[src/rtl/core/pdl_pkg.sv]
`default_nettype none
package pdl_pkg;

  // Entry fields carry seven bytes; wider password settings clip to that.
  localparam int FIELD_BYTES = 7;
  localparam int FIELD_W     = 8 * FIELD_BYTES;

  localparam int ENTRY_BYTES_DEF = 7;
  localparam int SAVED_BYTES_DEF = 5;

  // Result queue; depth must be a power of two.
  localparam int RBUF_DEPTH = 4;

  localparam int CFG_ADDR_W = 4;
  localparam int CFG_DATA_W = 32;

  localparam logic [7:0] SYM_OPEN   = 8'h2B;
  localparam logic [7:0] SYM_CHANGE = 8'h2D;

  localparam logic [7:0] OPEN_TICKS_RST   = 8'd5;
  localparam logic [7:0] HOLD_TICKS_RST   = 8'd1;
  localparam logic [7:0] ALARM_TICKS_RST  = 8'd20;
  localparam logic [3:0] MAX_ATTEMPTS_RST = 4'd3;

  typedef enum logic [1:0] {
    CMD_NEWPW = 2'd0,
    CMD_MENU  = 2'd1,
    CMD_TICK  = 2'd2
  } cmd_t;

  typedef enum logic [1:0] {
    MODE_AWAIT = 2'd0,
    MODE_MENU  = 2'd1,
    MODE_DOOR  = 2'd2,
    MODE_ALARM = 2'd3
  } mode_t;

  typedef enum logic [1:0] {
    REPLY_NONE     = 2'd0,
    REPLY_MATCH    = 2'd1,
    REPLY_MISMATCH = 2'd2
  } reply_t;

  typedef enum logic [1:0] {
    MOTOR_STOP = 2'd0,
    MOTOR_CW   = 2'd1,
    MOTOR_CCW  = 2'd2
  } motor_t;

  typedef enum logic [1:0] {
    STEP_OPEN  = 2'd0,
    STEP_HOLD  = 2'd1,
    STEP_CLOSE = 2'd2
  } step_t;

  typedef enum logic [1:0] {
    REG_OPEN_TICKS   = 2'd0,
    REG_HOLD_TICKS   = 2'd1,
    REG_ALARM_TICKS  = 2'd2,
    REG_MAX_ATTEMPTS = 2'd3
  } reg_idx_t;

  typedef struct packed {
    logic [7:0] open_ticks;
    logic [7:0] hold_ticks;
    logic [7:0] alarm_ticks;
    logic [3:0] max_attempts;
  } cfg_t;

  typedef struct packed {
    logic [1:0]         command;
    logic [FIELD_W-1:0] first_entry;
    logic [FIELD_W-1:0] second_entry;
    logic [7:0]         menu_symbol;
  } in_item_t;

  typedef struct packed {
    reply_t reply;
    motor_t motor_drive;
    logic   buzzer;
    mode_t  mode;
    logic   last;
  } out_item_t;

  typedef struct packed {
    logic pair_eq;
    logic saved_eq;
  } lane_flags_t;

  typedef struct packed {
    logic push;
    logic dual;
  } push_t;

  function automatic int eff_bytes(input int n);
    return (n > FIELD_BYTES) ? FIELD_BYTES : n;
  endfunction

  function automatic int lane_count(input int a, input int b);
    return (eff_bytes(a) > eff_bytes(b)) ? eff_bytes(a) : eff_bytes(b);
  endfunction

endpackage
`default_nettype wire

[src/rtl/core/pdl_lane.sv]
`default_nettype none
module pdl_lane
  import pdl_pkg::*;
(
  input  wire logic [7:0]  first_byte,
  input  wire logic [7:0]  second_byte,
  input  wire logic [7:0]  saved_byte,
  output lane_flags_t      flags
);

  // Compare one byte position against the confirmation and the stored password.
  assign flags.pair_eq  = (first_byte == second_byte);
  assign flags.saved_eq = (first_byte == saved_byte);

endmodule
`default_nettype wire

[src/rtl/core/pdl_ctrl.sv]
`default_nettype none
module pdl_ctrl
  import pdl_pkg::*;
#(
  parameter int ENTRY_BYTES = ENTRY_BYTES_DEF,
  parameter int SAVED_BYTES = SAVED_BYTES_DEF,
  localparam int ENTRY_EFF  = eff_bytes(ENTRY_BYTES),
  localparam int SAVED_EFF  = eff_bytes(SAVED_BYTES),
  localparam int LANES      = lane_count(ENTRY_BYTES, SAVED_BYTES),
  localparam int SAVED_W    = 8 * SAVED_EFF
) (
  input  wire logic                   clk,
  input  wire logic                   rst_n,
  input  wire logic                   accept,
  input  wire in_item_t               item,
  input  wire cfg_t                   cfg,
  input  wire lane_flags_t [LANES-1:0] flags,
  output logic [SAVED_W-1:0]          saved_pw,
  output push_t                       push,
  output out_item_t                   res0,
  output out_item_t                   res1
);

  mode_t              mode_r, mode_nxt;
  step_t              step_r, step_nxt;
  logic [3:0]         fails_r, fails_nxt, fails_inc;
  logic [7:0]         tick_r, tick_nxt, limit;
  logic [8:0]         tick_inc;
  logic               tick_done;
  logic [SAVED_W-1:0] saved_r;
  logic               save_en;
  logic               pair_match, saved_match;
  reply_t             reply;
  logic               lockout;
  motor_t             motor;
  out_item_t          final_item;

  // Merge the lane verdicts.
  always_comb begin
    pair_match  = 1'b1;
    saved_match = 1'b1;
    for (int i = 0; i < LANES; i++) begin
      if (i < ENTRY_EFF) pair_match  = pair_match  & flags[i].pair_eq;
      if (i < SAVED_EFF) saved_match = saved_match & flags[i].saved_eq;
    end
  end

  // Phase timer: length depends on mode and door step.
  always_comb begin
    if (mode_r == MODE_ALARM)      limit = cfg.alarm_ticks;
    else if (step_r == STEP_HOLD)  limit = cfg.hold_ticks;
    else                           limit = cfg.open_ticks;
    tick_inc  = {1'b0, tick_r} + 9'd1;
    tick_done = (tick_inc >= {1'b0, limit});
  end

  assign fails_inc = fails_r + 4'd1;

  // Next state.
  always_comb begin
    mode_nxt  = mode_r;
    step_nxt  = step_r;
    fails_nxt = fails_r;
    tick_nxt  = tick_r;
    save_en   = 1'b0;
    reply     = REPLY_NONE;
    lockout   = 1'b0;
    if (accept) begin
      unique case (mode_r)
        MODE_AWAIT: begin
          if (item.command == CMD_NEWPW) begin
            if (pair_match) begin
              reply     = REPLY_MATCH;
              save_en   = 1'b1;
              fails_nxt = 4'd0;
              mode_nxt  = MODE_MENU;
            end else begin
              reply = REPLY_MISMATCH;
            end
          end
        end
        MODE_MENU: begin
          if (item.command == CMD_MENU) begin
            if (saved_match) begin
              reply = REPLY_MATCH;
              if (item.menu_symbol == SYM_OPEN) begin
                mode_nxt = MODE_DOOR;
                step_nxt = STEP_OPEN;
                tick_nxt = 8'd0;
              end else if (item.menu_symbol == SYM_CHANGE) begin
                mode_nxt = MODE_AWAIT;
              end
            end else begin
              reply = REPLY_MISMATCH;
              if (fails_inc >= cfg.max_attempts || fails_inc == 4'd0) begin
                lockout   = 1'b1;
                fails_nxt = 4'd0;
                mode_nxt  = MODE_ALARM;
                tick_nxt  = 8'd0;
              end else begin
                fails_nxt = fails_inc;
              end
            end
          end
        end
        MODE_DOOR: begin
          if (item.command == CMD_TICK) begin
            tick_nxt = tick_done ? 8'd0 : tick_inc[7:0];
            if (tick_done) begin
              unique case (step_r)
                STEP_OPEN: step_nxt = STEP_HOLD;
                STEP_HOLD: step_nxt = STEP_CLOSE;
                default: begin
                  step_nxt = STEP_OPEN;
                  mode_nxt = MODE_AWAIT;
                end
              endcase
            end
          end
        end
        MODE_ALARM: begin
          if (item.command == CMD_TICK) begin
            tick_nxt = tick_done ? 8'd0 : tick_inc[7:0];
            if (tick_done) mode_nxt = MODE_AWAIT;
          end
        end
        default: begin
          mode_nxt = mode_r;
        end
      endcase
    end
  end

  // The final result shows the state after the transaction; a lockout's first result shows the menu mode.
  always_comb begin
    motor = MOTOR_STOP;
    if (mode_nxt == MODE_DOOR) begin
      if (step_nxt == STEP_OPEN)       motor = MOTOR_CW;
      else if (step_nxt == STEP_CLOSE) motor = MOTOR_CCW;
    end
    final_item.reply       = reply;
    final_item.motor_drive = motor;
    final_item.buzzer      = (mode_nxt == MODE_ALARM);
    final_item.mode        = mode_nxt;
    final_item.last        = 1'b1;
    res1 = final_item;
    if (lockout) begin
      res0.reply       = REPLY_MISMATCH;
      res0.motor_drive = MOTOR_STOP;
      res0.buzzer      = 1'b0;
      res0.mode        = MODE_MENU;
      res0.last        = 1'b0;
    end else begin
      res0 = final_item;
    end
    push.push = accept;
    push.dual = lockout;
  end

  always_ff @(posedge clk) begin
    if (!rst_n) begin
      mode_r  <= MODE_AWAIT;
      step_r  <= STEP_OPEN;
      fails_r <= 4'd0;
      tick_r  <= 8'd0;
    end else begin
      mode_r  <= mode_nxt;
      step_r  <= step_nxt;
      fails_r <= fails_nxt;
      tick_r  <= tick_nxt;
    end
  end

  always_ff @(posedge clk) begin
    if (save_en) saved_r <= item.first_entry[SAVED_W-1:0];
  end

  assign saved_pw = saved_r;

endmodule
`default_nettype wire

[src/rtl/core/pdl_rbuf.sv]
`default_nettype none
module pdl_rbuf
  import pdl_pkg::*;
(
  input  wire logic      clk,
  input  wire logic      rst_n,
  input  wire push_t     push,
  input  wire out_item_t res0,
  input  wire out_item_t res1,
  output logic           room,
  output logic           out_valid,
  input  wire logic      out_stall,
  output out_item_t      out_data
);

  localparam int PTR_W = $clog2(RBUF_DEPTH);
  localparam int CNT_W = $clog2(RBUF_DEPTH + 1);

  out_item_t         mem_r [RBUF_DEPTH];
  logic [PTR_W-1:0]  wr_ptr_r, wr_ptr_nxt, rd_ptr_r, rd_ptr_nxt, wr_ptr_2;
  logic [CNT_W-1:0]  count_r, count_nxt, push_n;
  logic              pop;

  assign pop       = out_valid & ~out_stall;
  assign out_valid = (count_r != '0);
  assign out_data  = mem_r[rd_ptr_r];
  assign room      = (count_r <= CNT_W'(RBUF_DEPTH - 2));
  assign wr_ptr_2  = wr_ptr_r + PTR_W'(1);

  always_comb begin
    push_n     = push.push ? (push.dual ? CNT_W'(2) : CNT_W'(1)) : '0;
    count_nxt  = count_r + push_n - CNT_W'(pop);
    wr_ptr_nxt = wr_ptr_r + push_n[PTR_W-1:0];
    rd_ptr_nxt = rd_ptr_r + PTR_W'(pop);
  end

  always_ff @(posedge clk) begin
    if (!rst_n) begin
      wr_ptr_r <= '0;
      rd_ptr_r <= '0;
      count_r  <= '0;
    end else begin
      wr_ptr_r <= wr_ptr_nxt;
      rd_ptr_r <= rd_ptr_nxt;
      count_r  <= count_nxt;
    end
  end

  always_ff @(posedge clk) begin
    if (push.push)             mem_r[wr_ptr_r] <= res0;
    if (push.push & push.dual) mem_r[wr_ptr_2] <= res1;
  end

endmodule
`default_nettype wire

[src/rtl/core/password_door_lock_controller.sv]
`default_nettype none
// Password door lock controller. Each input transaction carries a command:
// a new password pair (two 7-byte entries that must agree; the low bytes of
// the first are stored and the lock enters its menu), a menu request (an
// entry checked against the stored password plus a symbol, '+' to run the
// door sequence and '-' to set a new password), or a timer tick that steps
// the motor sequence and the lockout alarm. Every transaction gives one
// result; a failed check that reaches max_attempts gives two, the failed
// reply and then the lockout notice with the buzzer on. Transactions that
// do not fit the current mode change nothing and reply "none". One
// transaction is accepted per clock while in_stall is low: the byte lanes
// compare all password bytes side by side, the merge and the state update
// finish in the same cycle, and results wait in a four-entry queue. in_stall
// rises only when that queue has fewer than two free entries, so with
// out_stall low the block takes one transaction per cycle and each result
// is registered into the queue before it shows at the output; the output
// moves one result per cycle, so each lockout notice adds a result, and
// closely spaced lockouts can fill the queue and hold the input.
// Registers at byte address 4*i: open_ticks, hold_ticks, alarm_ticks,
// max_attempts; write them only while the block is idle.
module password_door_lock_controller
  import pdl_pkg::*;
#(
  parameter int ENTRY_BYTES = ENTRY_BYTES_DEF,
  parameter int SAVED_BYTES = SAVED_BYTES_DEF
) (
  input  wire logic                  clk,
  input  wire logic                  rst_n,
  input  wire logic                  in_valid,
  output logic                       in_stall,
  input  wire in_item_t              in_data,
  output logic                       out_valid,
  input  wire logic                  out_stall,
  output out_item_t                  out_data,
  input  wire logic                  psel,
  input  wire logic                  penable,
  input  wire logic                  pwrite,
  input  wire logic [CFG_ADDR_W-1:0] paddr,
  input  wire logic [CFG_DATA_W-1:0] pwdata,
  output logic [CFG_DATA_W-1:0]      prdata,
  output logic                       pready
);

  localparam int SAVED_EFF = eff_bytes(SAVED_BYTES);
  localparam int LANES     = lane_count(ENTRY_BYTES, SAVED_BYTES);
  localparam int SAVED_W   = 8 * SAVED_EFF;

  cfg_t                    cfg_r, cfg_nxt;
  reg_idx_t                reg_idx;
  logic                    cfg_wr;
  logic                    accept;
  logic                    room;
  lane_flags_t [LANES-1:0] flags;
  logic [SAVED_W-1:0]      saved_pw;
  push_t                   push;
  out_item_t               res0, res1;

  // Configuration port: zero-wait APB, write on the access phase.
  assign pready  = 1'b1;
  assign reg_idx = reg_idx_t'(paddr[CFG_ADDR_W-1:2]);
  assign cfg_wr  = psel & penable & pwrite & pready;

  always_comb begin
    cfg_nxt = cfg_r;
    if (cfg_wr) begin
      unique case (reg_idx)
        REG_OPEN_TICKS:   cfg_nxt.open_ticks   = pwdata[7:0];
        REG_HOLD_TICKS:   cfg_nxt.hold_ticks   = pwdata[7:0];
        REG_ALARM_TICKS:  cfg_nxt.alarm_ticks  = pwdata[7:0];
        REG_MAX_ATTEMPTS: cfg_nxt.max_attempts = pwdata[3:0];
        default:          cfg_nxt = cfg_r;
      endcase
    end
  end

  always_comb begin
    unique case (reg_idx)
      REG_OPEN_TICKS:   prdata = CFG_DATA_W'(cfg_r.open_ticks);
      REG_HOLD_TICKS:   prdata = CFG_DATA_W'(cfg_r.hold_ticks);
      REG_ALARM_TICKS:  prdata = CFG_DATA_W'(cfg_r.alarm_ticks);
      REG_MAX_ATTEMPTS: prdata = CFG_DATA_W'(cfg_r.max_attempts);
      default:          prdata = '0;
    endcase
  end

  always_ff @(posedge clk) begin
    if (!rst_n) begin
      cfg_r.open_ticks   <= OPEN_TICKS_RST;
      cfg_r.hold_ticks   <= HOLD_TICKS_RST;
      cfg_r.alarm_ticks  <= ALARM_TICKS_RST;
      cfg_r.max_attempts <= MAX_ATTEMPTS_RST;
    end else begin
      cfg_r <= cfg_nxt;
    end
  end

  // Hold off new transactions only while the queue cannot take a lockout pair.
  assign in_stall = ~room;
  assign accept   = in_valid & ~in_stall;

  // One lane per password byte; lanes past the stored length see no saved byte.
  for (genvar g = 0; g < LANES; g++) begin : g_lane
    if (g < SAVED_EFF) begin : g_saved
      pdl_lane u_lane (
        .first_byte  (in_data.first_entry[8*g +: 8]),
        .second_byte (in_data.second_entry[8*g +: 8]),
        .saved_byte  (saved_pw[8*g +: 8]),
        .flags       (flags[g])
      );
    end else begin : g_plain
      pdl_lane u_lane (
        .first_byte  (in_data.first_entry[8*g +: 8]),
        .second_byte (in_data.second_entry[8*g +: 8]),
        .saved_byte  (8'h00),
        .flags       (flags[g])
      );
    end
  end

  // Merge the lanes and advance the lock state.
  pdl_ctrl #(
    .ENTRY_BYTES (ENTRY_BYTES),
    .SAVED_BYTES (SAVED_BYTES)
  ) u_ctrl (
    .clk      (clk),
    .rst_n    (rst_n),
    .accept   (accept),
    .item     (in_data),
    .cfg      (cfg_r),
    .flags    (flags),
    .saved_pw (saved_pw),
    .push     (push),
    .res0     (res0),
    .res1     (res1)
  );

  // Queue results so the input keeps flowing while the output is stalled.
  pdl_rbuf u_rbuf (
    .clk       (clk),
    .rst_n     (rst_n),
    .push      (push),
    .res0      (res0),
    .res1      (res1),
    .room      (room),
    .out_valid (out_valid),
    .out_stall (out_stall),
    .out_data  (out_data)
  );

endmodule
`default_nettype wire

[config.mk]
export PLATFORM = sky130hd
export DESIGN_NAME = password_door_lock_controller
export DESIGN_NICKNAME = d
export VERILOG_FILES = /design/src/rtl/core/pdl_pkg.sv /design/src/rtl/core/pdl_lane.sv /design/src/rtl/core/pdl_ctrl.sv /design/src/rtl/core/pdl_rbuf.sv /design/src/rtl/core/password_door_lock_controller.sv
export SDC_FILE = /design/constraint.sdc
export NUM_CORES = 1
export LEC_CHECK = 0
export ABC_AREA = 1
export BUFFER_PORTS_ARGS = -buffer_cell sky130_fd_sc_hd__buf_2
export CAP_MARGIN = 20
export CORE_MARGIN = 4
export CORE_UTILIZATION = 50
export DETAILED_ROUTE_END_ITERATION = 6
export PLACE_DENSITY = 0.76
export SYNTH_ARGS = -nofsm -noshare
export SYNTH_HDL_FRONTEND = slang
export SYNTH_SLANG_ARGS = --single-unit
[constraint.sdc]
create_clock -name clk -period 7.95 [get_ports clk]
set_clock_uncertainty 0.1 [all_clocks]
set_input_delay 0.795 -clock clk [delete_from_list [all_inputs] [get_ports clk]]
set_output_delay 0.795 -clock clk [all_outputs]
set_load 0.1 [all_outputs]
---- Yosys cells after proc, flatten, opt, wreduce, memory -nomap -nowiden ----
Memories as Yosys holds them, arrays and structs flattened. A register that Yosys moved wholly into a read port is not among the register bits.
Index checks and enable logic that the tools add are counted.
Widths: inputs -> output; s select.
storage, ports and cells
  memories kept ........................... 1
  latch bits .............................. 0
  logic and storage cells ................. 155
  RAM bits ................................ 32
  register bits after elaboration ......... 91
  bits of input ports ..................... 165
  memory bits (read-only) ................. 0
  output and inout bits ................... 43
memory list
  memory        depth  width  rd ports  clocked after Yosys merged registers in  write ports  line            text
  u_rbuf.mem_r  4      8      1         1                                        2            pdl_rbuf.sv:19  out_item_t mem_r [RBUF_DEPTH];
cells by class
  add/subtract/negate cells ............... 7
  div/mod/pow operators ................... 0
  reduce and logical (&&, ||, !) cells .... 18
  multiply operators ...................... 0
  shifts and indexed selects .............. 0
  $lt $le $gt $ge ......................... 3
  bitwise gates (word level) .............. 17
  equality and inequality tests ........... 33
  multiplexer cells ....................... 64
operator list
  operator             count
  $pmux 32 s4          1
  $eq 8x8->1           12
  $mux 8               9
  $mux 2               29
  $mux 4               5
  $eq 2x2->1 const B   8
  $eq 8x6->1 const B   2
  $pmux 8 s2           1
  $and 1x1->1          15
  $mux 1               13
  $pmux 2 s2           3
  $reduce_and 6->1     2
  $logic_not 2->1      5
  $add 8x1->9 const B  1
  $ge 9x8->1           1
  $eq 2x1->1 const B   4
  $ne 2x1->1 const B   4
  $pmux 2 s4           1
  $pmux 4 s2           1
  $reduce_and 2->1     4
  $add 4x1->4 const B  1
  $ge 4x4->1           1
  $logic_not 4->1      1
  $reduce_bool 2->1    2
  14 further kinds     16

---- Logic depth before layout (Yosys ltp) ----
Gate-level depths: netlist of the first run.
  word-level depth ........................ 14
  mapped depth ............................ 25
  gate-level depth less buffers ........... 25

---- By module ----
From an unflattened synthesis of the first run, not the netlist that was laid out.
second synthesis, totals
  cell total of the unflattened synthesis .. 1,388
  area, all modules ....................... 8,996.1 um^2
modules (own cells, without submodules)
  module                         area an instance (um^2)  sequential area each (um^2)  cells an instance  times used
  pdl_ctrl                       3,022.9                  1,521.5                      327                1
  pdl_lane                       322.8                    0.0                          86                 7
  pdl_rbuf                       2,162.1                  1,101.1                      223                1
  password_door_lock_controller  1,551.5                  560.5                        236                1

---- Worst setup path after synthesis of the first run ----
Ideal clock, no wire load.
  path kind ............................... input -> output
  start ................................... in paddr[3]
  end ..................................... out prdata[3]
  stages .................................. 3
  path buffers ............................ 0
  arrival ................................. 3.269 ns
  required time ........................... 7.055 ns
  path slack .............................. 3.786 ns
  path through ............................ nor2_1 -> inv_1 -> o21ai_0
on the way
  cells in the longest elaborated chain, start to end .. 2
  elaborated cells on any way between the ends .. 5
  classes of those cells .................. 3 x eq/ne; 1 x mux; 1 x reduce/logical
ends and longest elaborated chain
  item                                line                                 text
  start, declared                     password_door_lock_controller.sv:38  input wire logic [CFG_ADDR_W-1:0] paddr,
  $eq 2x2->1 (tied with other cells)  password_door_lock_controller.sv:77  unique case (reg_idx)
  $pmux 32 s4 *                       password_door_lock_controller.sv:77
  end, declared                       password_door_lock_controller.sv:40  output logic [CFG_DATA_W-1:0] prdata,
Every way passes the cells marked *; elsewhere a longest branch is shown, timed or not. The select of a mux whose other input is x is not followed.

==> flow_metrics.py, run 1 <==
metrics = {
    "yosys": {
        "avgSynthCellArea_um2": 7.355,
        "synth_flop_cell": "edfxtp_1",
        "synth-edff-count": 68,
        "ys_types": 41,
        "yosys_warnings": 0,
        "synth_seq_cells": 123,
        "syn_inst": 1055,
        "ys_async_sr_fraction_pct": 0,
        "ys_seq_area_share_pct": 40.50,
        "syn-cell-area_um2": 7760,
    },
    "grt": {
        "grt_usage_pct": 20.34,
        "antenna_found_initial": 1,
        "grt_max_degree": 45,
        "grt_pass1_vias": 6260,
        "overflow": 0,
        "grt_first_pass_wirelength_mm": 29.15,
    },
    "route": {
        "routed_via_density": 4.894,
        "wl_per_cell_um": 12.73,
        "dr.max_layer_used": "met5",
        "antenna_left": 0,
        "met1_length_mm": 8.059,
        "wl_met2_mm": 8.373,
        "drt_pass1_iterations": 5,
        "via_count": 6950,
        "dr_wl_met3_mm": 1.402,
        "routed_wl_mm": 18.08,
        "drtIter0Drc": 310,
        "drc_errors": 0,
    },
    "final_layout": {
        "syn_to_final_growth_pct": 18.66,
        "drive_gt1_share_pct": 16.96,
        "fillerInstances": 1389,
        "nets": 1408,
        "antenna_cells": 0,
    },
    "clocking": {
        "cts_buffer_depth": 2,
        "cts.reportedPaths.clkPinSlew_ns": 0.06,
        "hold_buffers": 0,
        "cts_buffers": 17,
        "cts_tree": "built",
        "clock-root-buffer": "clkbuf_16",
        "cts_setup_buffers": 0,
        "cts_resized": 0,
        "clock-sinks": 123,
        "clk_latency_ns": 0.42,
        "htreeDepth": 4,
    },
    "setup_path": {
        "ff2ff_path_depth": 22,
        "required_ns": 7.99,
        "r2r_slack_ns": 4.48,
        "worstSetupPathType": "flop to flop",
        "rr_startpoint": "u_ctrl.mode_r[1]$_SDFF_PN0_",
        "endpoint_kind": "flop",
        "start_kind": "flop",
        "r2r_end": "u_rbuf.mem_r[2][4]$_DFFE_PP_",
        "critPathMaxFanout": 15,
        "cp.arrival_ns": 3.51,
    },
    "placement": {
        "hpwl_mm": 13.89,
        "dp_slack_ns": 4.557,
        "io_buffers": 156,
        "routabilityCongestion": 0.9245,
    },
    "sta": {
        "relSlewSlack_pct": 50.75,
        "max_freq_mhz": 288.2,
        "finalSetupViolCount": 0,
        "hold_slack_ns": 0.3538,
        "final_max_slew_viol_count": 0,
        "worstMarginPinSlew_ns": 0.7387,
        "fin_tns_setup_ns": 0,
        "hold_viol": 0,
        "finalCritPeriodShare_pct": 43.65,
        "fin_ws_ns": 4.480,
        "fin_crit_ns": 3.470,
        "rsz0062_at_grt": "false",
    },
    "floorplanning": {
        "design.die.area_um2": 17580,
        "start_util_pct": 51.05,
        "core-area_um2": 15200,
        "dieWidth_um": 132.6,
        "pin_count": 208,
        "rows": 45,
        "die_y_um": 132.6,
    },
    "min_path": {
        "holdCritPathClass": "flop to flop",
        "hold_depth": 2,
        "hold_end": "u_rbuf.mem_r[1][0]$_SDFFE_PP1P_",
        "hp-start": "u_rbuf.mem_r[1][0]$_SDFFE_PP1P_",
    },
    "power": {
        "p_leak_nw": 4.382,
        "ir_worst_vdd_mv": 0.2573,
        "powerDensity_nw_per_um2": 244.5,
    },
    "run": {
        "drv_cap": 0,
    },
    "status": {
        "run_status": "completed",
    },
}
## stage by stage
step | util [%] | power, mW | area (um2) | std cells
floorplan | - | 1.378 | 7846 | 1078
global placement | 56.89 | 1.517 | 8648 | 1388
detailed placement | 56.89 | 1.530 | 8648 | 1388
CTS | 60.57 | 2.264 | 9208 | 1420
global route | 60.57 | 2.361 | 9208 | 1420
finish | 60.57 | 2.251 | 9208 | 1420
## cells by family after synthesis
kind of cell / share of synthesized area [%]
compound gates: 8.046
xor+xnor: 9.368
fa+ha+maj: 3.967
buf+inv: 9.739
flops: 40.50
other cells: 0.09678
simple gates: 28.28
## state kept, by name, indices dropped and copies added, names as in the netlist
signal           cells
u_ctrl.saved_pw     40
u_rbuf.mem_r        32
cfg_r               28
u_ctrl.tick_r        8
u_ctrl.fails_r       4
u_rbuf.count_r       3
u_ctrl.mode_r        2
u_ctrl.step_r        2
u_rbuf.rd_ptr_r      2
u_rbuf.wr_ptr_r      2
## routing by layer
metal | vias up | track usage, %
met4 | 2 | 6.178
met1 | 3061 | 26.58
met2 | 249 | 33.66
met3 | 19 | 4.753
met5 | - | 0
li1 | 3619 | -
## worst max-delay path, stage by stage (launching register included)
cell	delay, ns
dfxtp_1	0.50
ha_1	0.31
inv_1	0.24
nand3_1	0.15
o21ai_0	0.13
ha_1	0.33
nand2_1	0.07
nor2_1	0.09
nand2_1	0.05
nand3_1	0.07
nand2_1	0.06
nand2_1	0.05
nand2_1	0.05
nand2_1	0.18
nand3_1	0.13
nand2_1	0.12
nand3_1	0.08
nand2_1	0.08
nand2_2	0.09
nand2_4	0.12
nor2_4	0.05
nand2_2	0.08
nor2_1	0.05
## cells in the mapped netlist, types with 10 or more instances
master,n,area share (%)
a21oi_1,25,1.6
clkbuf_1,10,0.48
dfxtp_1,55,14
o21ai_0,66,4.3
edfxtp_1,68,26
buf_4,25,2.4
xor2_1,56,6.3
nand2_1,264,13
inv_1,132,6.4
nand3_1,44,2.8
ha_1,23,3.7
xnor2_1,27,3.0
nor2_1,187,9.0
## where the power goes
part / switching [mW] / leakage [nW] / total, mW / internal [mW]
logic: 0.574 / 3.07 / 0.752 / 0.178
registers: 0.0409 / 1.05 / 0.765 / 0.724
clock network: 0.280 / 0.262 / 0.734 / 0.454
## cell usage in the layout, fill, tap and decap left out, types with 7 or more instances in the layout
cell	Yosys	layout
a21oi_1	25	25
nor2_1	187	187
o21ai_0	66	66
xnor2_1	27	27
buf_2	0	156
conb_1	2	25
nand2_1	264	264
clkbuf_16	0	17
nand3_1	44	44
edfxtp_1	68	68
inv_1	132	132
dfxtp_1	55	55
and2_1	7	7
xor2_1	56	56
ha_1	23	23
o22ai_1	8	8
## area by class of cell
type	instances	area [um2]	area share [%]
Tap cell	188	235.2	2.555
Multi-Input combinational cell	780	3948	42.87
Timing Repair Buffer	158	795.8	8.642
Clock inverter	14	130.1	1.413
Inverter	139	526.8	5.721
Clock buffer	18	429.2	4.661
Sequential cell	123	3143	34.14
## worst max-delay path by stage
| stage | from | endpoint | slack (ns) | cells after the start |
|---|---|---|---|---|
| floorplan | paddr[3] | prdata[3] | 3.79 | 3 |
| global placement | u_ctrl.mode_r[1]$_SDFF_PN0_ | u_rbuf.mem_r[2][5]$_DFFE_PP_ | 4.58 | 22 |
| detailed placement | u_ctrl.mode_r[1]$_SDFF_PN0_ | u_rbuf.mem_r[2][4]$_DFFE_PP_ | 4.56 | 22 |
| CTS | u_ctrl.mode_r[1]$_SDFF_PN0_ | u_rbuf.mem_r[2][4]$_DFFE_PP_ | 4.52 | 22 |
| global route | u_ctrl.mode_r[1]$_SDFF_PN0_ | u_rbuf.mem_r[2][3]$_DFFE_PP_ | 4.18 | 20 |
| finish | u_ctrl.mode_r[1]$_SDFF_PN0_ | u_rbuf.mem_r[2][4]$_DFFE_PP_ | 4.48 | 22 |
No activity file was read; power rests on OpenSTA's default activity.
==> run 2, diff against run 1 <==
- ABC_AREA: 1 -> 0
- PLACE_DENSITY: 0.76 -> 0.77
- clock period: 7.95 -> 3.6 ns (I/O delays scaled with it)
==> flow_metrics.py, run 2 <==
metrics = {
    "min_path": {
        "holdCritPathClass": "input port to flop",
        "hp-start": "in_data[91]",
    },
    "route": {
        "drt_pass1_iterations": 5,
        "drc_errors": 0,
        "antenna_left": 0,
        "routed_via_density": 5.415,
        "drtIter0Drc": 329,
        "via_count": 5632,
        "wl_per_cell_um": 16.39,
        "routed_wl_mm": 17.05,
    },
    "clocking": {
        "clk_latency_ns": 0.42,
        "cts_buffer_depth": 2,
        "hold_buffers": 0,
        "htreeDepth": 4,
        "clock-sinks": 123,
        "cts_buffers": 17,
        "clock-root-buffer": "clkbuf_16",
        "cts_tree": "built",
        "cts.reportedPaths.clkPinSlew_ns": 0.06,
    },
    "final_layout": {
        "drive_gt1_share_pct": 28.14,
        "multi_input_area_um2": 3809,
        "final_cells": 1040,
        "finish.utilization_pct": 62.87,
        "antenna_cells": 0,
        "final_common_cell": "buf_2",
        "stdcell_area_um2": 8761,
        "nets": 1036,
        "layout_common_cells": "buf_2, xnor2_1, edfxtp_1",
        "largest_register_ffs": 40,
        "fillerInstances": 1137,
        "final-seq-area_um2": 3144,
        "syn_to_final_growth_pct": 22.58,
    },
    "yosys": {
        "synth_adder_area_share_pct": 4.307,
        "netlist.area_leader.share_pct": 28.57,
        "synth_flop_cell": "edfxtp_1",
        "synth-edff-count": 68,
        "yosys_warnings": 0,
        "synth_xor_area_share_pct": 13.24,
        "ys_async_sr_fraction_pct": 0,
        "synth_largest_area_cell": "edfxtp_1",
        "ys_seq_area_share_pct": 43.98,
        "synthTopCellsByArea": "edfxtp_1, dfxtp_1, xnor2_1, mux2i_1, ha_1",
        "yosys-top-cells-count": "xnor2_1, edfxtp_1, nor2_1",
        "avgSynthCellArea_um2": 10.60,
        "synth_compound_area_share_pct": 6.758,
        "synth_seq_cells": 123,
        "synth_top_family_by_area": "simple AND/OR/NAND/NOR gates",
        "synthMuxAreaShare_pct": 11.38,
        "syn-cell-area_um2": 7147,
        "yosysMostFrequentCell": "xnor2_1",
        "synthSimpleGateAreaFrac_pct": 15.27,
        "ys_types": 64,
        "syn_inst": 674,
    },
    "power": {
        "p_leak_nw": 3.387,
        "powerDensity_nw_per_um2": 522.3,
        "ir_worst_vdd_mv": 0.3199,
    },
    "sta": {
        "hold_viol": 0,
        "hold_slack_ns": 0.06526,
        "finalCritPeriodShare_pct": 96.20,
        "max_freq_mhz": 288.8,
        "relSlewSlack_pct": 35.79,
        "finalSetupViolCount": 0,
        "worstMarginPinSlew_ns": 0.9597,
        "fin_crit_ns": 3.463,
        "final_max_slew_viol_count": 0,
    },
    "grt": {
        "overflow": 0,
        "antenna_found_initial": 0,
        "grt_usage_pct": 21.14,
        "grt_pass1_vias": 5501,
        "grt_max_degree": 41,
        "grt_first_pass_wirelength_mm": 27.07,
    },
    "setup_path": {
        "required_ns": 3.73,
        "critPathMaxFanout": 8,
        "r2r_slack_ns": 0.14,
        "critPathMaxStageDelay_ns": 0.37,
        "cp.arrival_ns": 3.60,
        "ff2ff_path_depth": 13,
        "worstSetupEndpoint": "u_rbuf.mem_r[3][5]$_DFFE_PP_",
        "start_kind": "flop",
        "crit_chain": "ha_1, and4_1, nand2_1, xnor2_2, ha_1, and3_1, nand3_1, o211ai_1, o211ai_1, a221oi_2, nand3_1, buf_4, nor4_2",
        "crit_start": "u_ctrl.tick_r[1]$_SDFFE_PN0P_",
        "rr_startpoint": "u_ctrl.tick_r[1]$_SDFFE_PN0P_",
        "endpoint_kind": "flop",
        "crit_slowest_cell": "o211ai_1",
        "worstSetupPathType": "flop to flop",
        "cp_num_cells": 13,
        "r2r_end": "u_rbuf.mem_r[3][5]$_DFFE_PP_",
        "critical_path.top_delay_family": "simple AND/OR/NAND/NOR gates",
        "path_buf_inv": 1,
    },
    "floorplanning": {
        "core-area_um2": 13930,
        "start_util_pct": 51.29,
        "pin_count": 208,
        "design.die.area_um2": 16270,
        "rows": 43,
        "die_y_um": 127.6,
        "dieWidth_um": 127.6,
    },
    "placement": {
        "routabilityCongestion": 0.8246,
        "hpwl_mm": 12.96,
        "placedInstanceArea_um2": 8118,
        "io_buffers": 156,
        "placed_cells": 1007,
    },
    "run": {
        "drv_cap": 0,
    },
    "status": {
        "run_status": "completed",
    },
}
## run 2: changes by cell type in the layout (fill, tap and decap cells not counted), sizes merged, moves of 14 or more
cell / before / now
a21oi: 25 / 11
buf: 158 / 176
inv: 135 / 19
mux2i: 0 / 52
nand2: 271 / 44
nand3: 48 / 10
nand4: 5 / 26
nor2: 191 / 68
nor4: 0 / 18
o21ai: 67 / 16
xnor2: 27 / 103
xor2: 56 / 5
## run 2: cell type report
class                           instances  share of cell area [%]
Sequential cell                       123                   35.89
Clock buffer                           25                   5.784
Timing Repair Buffer                  176                   10.77
Inverter                               19                  0.8141
Clock inverter                          7                  0.6998
Multi-Input combinational cell        510                   43.47
Tap cell                              180                   2.571
## run 2: logic make-up (layout without fill, tap and decap cells)
kind of cell,count (synthesis),in the layout
fa+ha+maj,24,24
compound gates,70,70
flops,123,123
mux,66,66
other cells,2,25
xor+xnor,108,108
simple gates,217,217
buf+inv,64,227
## run 2: how the worst min path moves through the flow
| stage | endpoint | slack [ns] | cells after the start |
|---|---|---|---|
| floorplan | u_rbuf.mem_r[3][0]$_SDFFE_PP1P_ | 0.33 | 1 |
| global placement | u_rbuf.mem_r[3][0]$_SDFFE_PP1P_ | 0.35 | 1 |
| detailed placement | u_rbuf.mem_r[3][0]$_SDFFE_PP1P_ | 0.36 | 1 |
| CTS | u_ctrl.saved_pw[8]$_DFFE_PP_ | 0.05 | 1 |
| global route | u_ctrl.saved_pw[8]$_DFFE_PP_ | 0.05 | 1 |
| finish | u_ctrl.saved_pw[27]$_DFFE_PP_ | 0.07 | 1 |
## run 2: what timing repair did
action                     4_1_cts  5_1_grt
setup buffers                    0        1
setup endpoints to repair        2       13
pin swaps                        0        3
gates resized for setup          1       11
## run 2: power breakdown
part           switching [mW]  leakage, nW  internal [mW]
Clock                   0.595        0.286           1.04
Sequential             0.0780         1.03           1.57
Combinational           0.923         2.07          0.370
Total                    1.60         3.39           2.98
## run 2: worst register-to-register path, delay by kind of cell (launching register included)
| family | cells | cell delay [ns] |
|---|---|---|
| AND/OR/NAND/NOR | 6 | 1.05 |
| AO/OA/AOI/OAI | 3 | 0.90 |
| adder cells (fa/ha/maj) | 2 | 0.50 |
| flip-flops | 1 | 0.36 |
| buffers and inverters | 1 | 0.20 |
| XOR/XNOR | 1 | 0.15 |
## run 2: routing by layer
layer  vias up  track usage, %  share of wire (%)
met2       196           36.98                 52
met1      2676           25.67                 41
li1       2736               -                  -
met3        24           5.100                6.2
met4         0           6.751                1.4
met5         -               0                  0
## run 2: metrics by stage
| stage | TNS, ns | power [mW] | setup slack (ns) |
|---|---|---|---|
| floorplan | 0 | 2.703 | 0.1676 |
| global placement | 0 | 2.953 | 0.1401 |
| detailed placement | 0 | 2.974 | 0.002869 |
| CTS | 0 | 4.606 | 0.04469 |
| global route | -0.2230 | 4.760 | -0.06164 |
| finish | 0 | 4.576 | 0.1368 |
==> run 3, diff against run 2 <==
- BUFFER_PORTS_ARGS: -buffer_cell sky130_fd_sc_hd__buf_2 -> not set
- DONT_BUFFER_PORTS: not set -> 1
- PLACE_DENSITY: 0.77 -> not set
==> flow_metrics.py, run 3 (synthesized netlist as in run 2, its figures left out) <==
metrics = {
    "placement": {
        "io_buffers": 0,
        "hpwl_mm": 13.03,
        "placed_cells": 860,
        "routabilityCongestion": 0.8509,
        "placedInstanceArea_um2": 7420,
    },
    "status": {
        "run_status": "completed",
    },
    "setup_path": {
        "cp.arrival_ns": 3.53,
        "worstSetupPathType": "flop to flop",
        "required_ns": 3.73,
        "endpoint_kind": "flop",
        "critPathMaxFanout": 8,
        "start_kind": "flop",
    },
    "power": {
        "p_leak_nw": 3.005,
        "seq_power_share_pct": 36.5,
        "ir_worst_vdd_mv": 0.4085,
        "combPwrFrac_pct": 26.6,
        "clkPwrFrac_pct": 36.9,
        "internal_power_mw": 2.976,
        "finalPower_mw": 4.518,
        "power.switching_mw": 1.543,
        "powerDensity_nw_per_um2": 527.0,
        "swShare_pct": 34.14,
    },
    "floorplanning": {
        "pin_count": 208,
        "core-area_um2": 13930,
        "dieWidth_um": 127.6,
        "die_y_um": 127.6,
        "rows": 43,
        "start_util_pct": 51.29,
        "design.die.area_um2": 16270,
    },
    "route": {
        "wl_per_cell_um": 19.08,
        "via_count": 5357,
        "drc_errors": 0,
        "drtIter0Drc": 295,
        "routed_via_density": 5.687,
        "antenna_left": 0,
        "drt_pass1_iterations": 5,
        "routed_wl_mm": 17.97,
    },
    "sta": {
        "hold_viol": 0,
        "hold_slack_ns": 0.01503,
        "max_freq_mhz": 293.9,
        "final_max_slew_viol_count": 0,
        "finalCritPeriodShare_pct": 94.52,
        "relSlewSlack_pct": 25.07,
        "worstMarginPinSlew_ns": 1.124,
        "fin_crit_ns": 3.403,
        "finalSetupViolCount": 0,
    },
    "final_layout": {
        "nets": 940,
        "finish.utilization_pct": 61.53,
        "syn_to_final_growth_pct": 19.98,
        "final-seq-area_um2": 3147,
        "stdcell_area_um2": 8574,
        "antenna_cells": 0,
        "largest_register_ffs": 40,
        "final_common_cell": "xnor2_1",
        "fillerInstances": 1119,
        "final_cells": 942,
        "drive_gt1_share_pct": 13.12,
        "layout_common_cells": "xnor2_1, edfxtp_1, nor2_1",
        "multi_input_area_um2": 3827,
    },
    "grt": {
        "overflow": 0,
        "grt_max_degree": 41,
        "grt_util_met2_pct": 38.25,
        "antenna_found_initial": 0,
        "busiest_layer": "met2",
        "grt_pass1_vias": 5592,
        "grt_first_pass_wirelength_mm": 28.37,
        "grt_usage_pct": 22.37,
        "met1_usage_pct": 28.08,
        "use_met3_pct": 5.644,
    },
    "clocking": {
        "clock-root-buffer": "clkbuf_16",
        "cts.reportedPaths.clkPinSlew_ns": 0.05,
        "htreeDepth": 4,
        "clock-sinks": 123,
        "cts_buffer_depth": 2,
        "cts_buffers": 17,
        "cts_tree": "built",
        "clk_latency_ns": 0.42,
    },
    "run": {
        "drv_cap": 0,
    },
    "min_path": {
        "holdCritPathClass": "input port to flop",
    },
}
## run 3: changes by cell type in the layout (fill, tap and decap cells not counted), sizes merged
cell         change
inv              -1
bufinv           +2
clkinvlp         +2
buf            -147
clkbuf           -5
dlygate4sd3     +51
## run 3: through the flow
stage	TNS [ns]	worst slack, ns
finish	0	0.1972
global route	-0.01002	-0.007383
CTS	0	0.05806
detailed placement	0	0.1301
global placement	0	0.1771
floorplan	0	0.1676
## run 3: timing repair
item / CTS / global route
endpoints found under the setup margin: 0 / 12
buffers inserted: 0 / 1
hold buffers: 50 / 1
gates resized for setup: 0 / 16
hold endpoints to repair: 74 / 1
## run 3: per-layer routing
metal	part of all wire [%]	wire length [um]	vias to the layer above
met1	42	7569	2612
met5	0	0	-
met2	51	9206	177
met4	1.1	204	0
met3	5.5	992	18
li1	-	-	2550
## run 3: critical path, stage by stage (launching register included)
cell and delay [ns]:
dfxtp_1 0.33, nand2b_4 0.14, buf_12 0.13, mux2i_1 0.20
nor2_1 0.06, a21oi_1 0.20, ha_1 0.28, a21o_1 0.18
a22oi_1 0.27, o211ai_1 0.25, and4b_1 0.25, a211oi_2 0.24
nand3_1 0.10, buf_4 0.19, nor4_1 0.28
## run 3: final timing paths
path                                                 startpoint                               to  slack [ns]  cells after the start
worst max-delay path                u_ctrl.step_r[1]$_SDFF_PN0_     u_rbuf.mem_r[3][5]$_DFFE_PP_        0.20                     14
worst min-delay path                                  pwdata[7]           cfg_r[11]$_SDFFE_PN0P_        0.02                      2
worst max register to register      u_ctrl.step_r[1]$_SDFF_PN0_     u_rbuf.mem_r[3][5]$_DFFE_PP_        0.20                     14
worst min register to register  u_rbuf.mem_r[1][0]$_SDFFE_PP1P_  u_rbuf.mem_r[1][0]$_SDFFE_PP1P_        0.36                      1
## run 3: cell type report
class | count | share of cell area (%)
multi-input cells | 510 | 44.64
flip-flops and latches | 123 | 36.70
repair buffers | 80 | 8.639
clock buffers | 20 | 5.093
well taps | 180 | 2.627
clock inverters | 10 | 1.474
inverters | 19 | 0.8318
## run 3: power by group through the flow
stage               Combinational (mW)  Clock, mW  Sequential (mW)
floorplan                         1.08          0             1.63
global placement                  1.13          0             1.68
detailed placement                1.15          0             1.68
CTS                               1.21       1.69             1.65
global route                      1.26       1.75             1.67
finish                            1.20       1.67             1.65
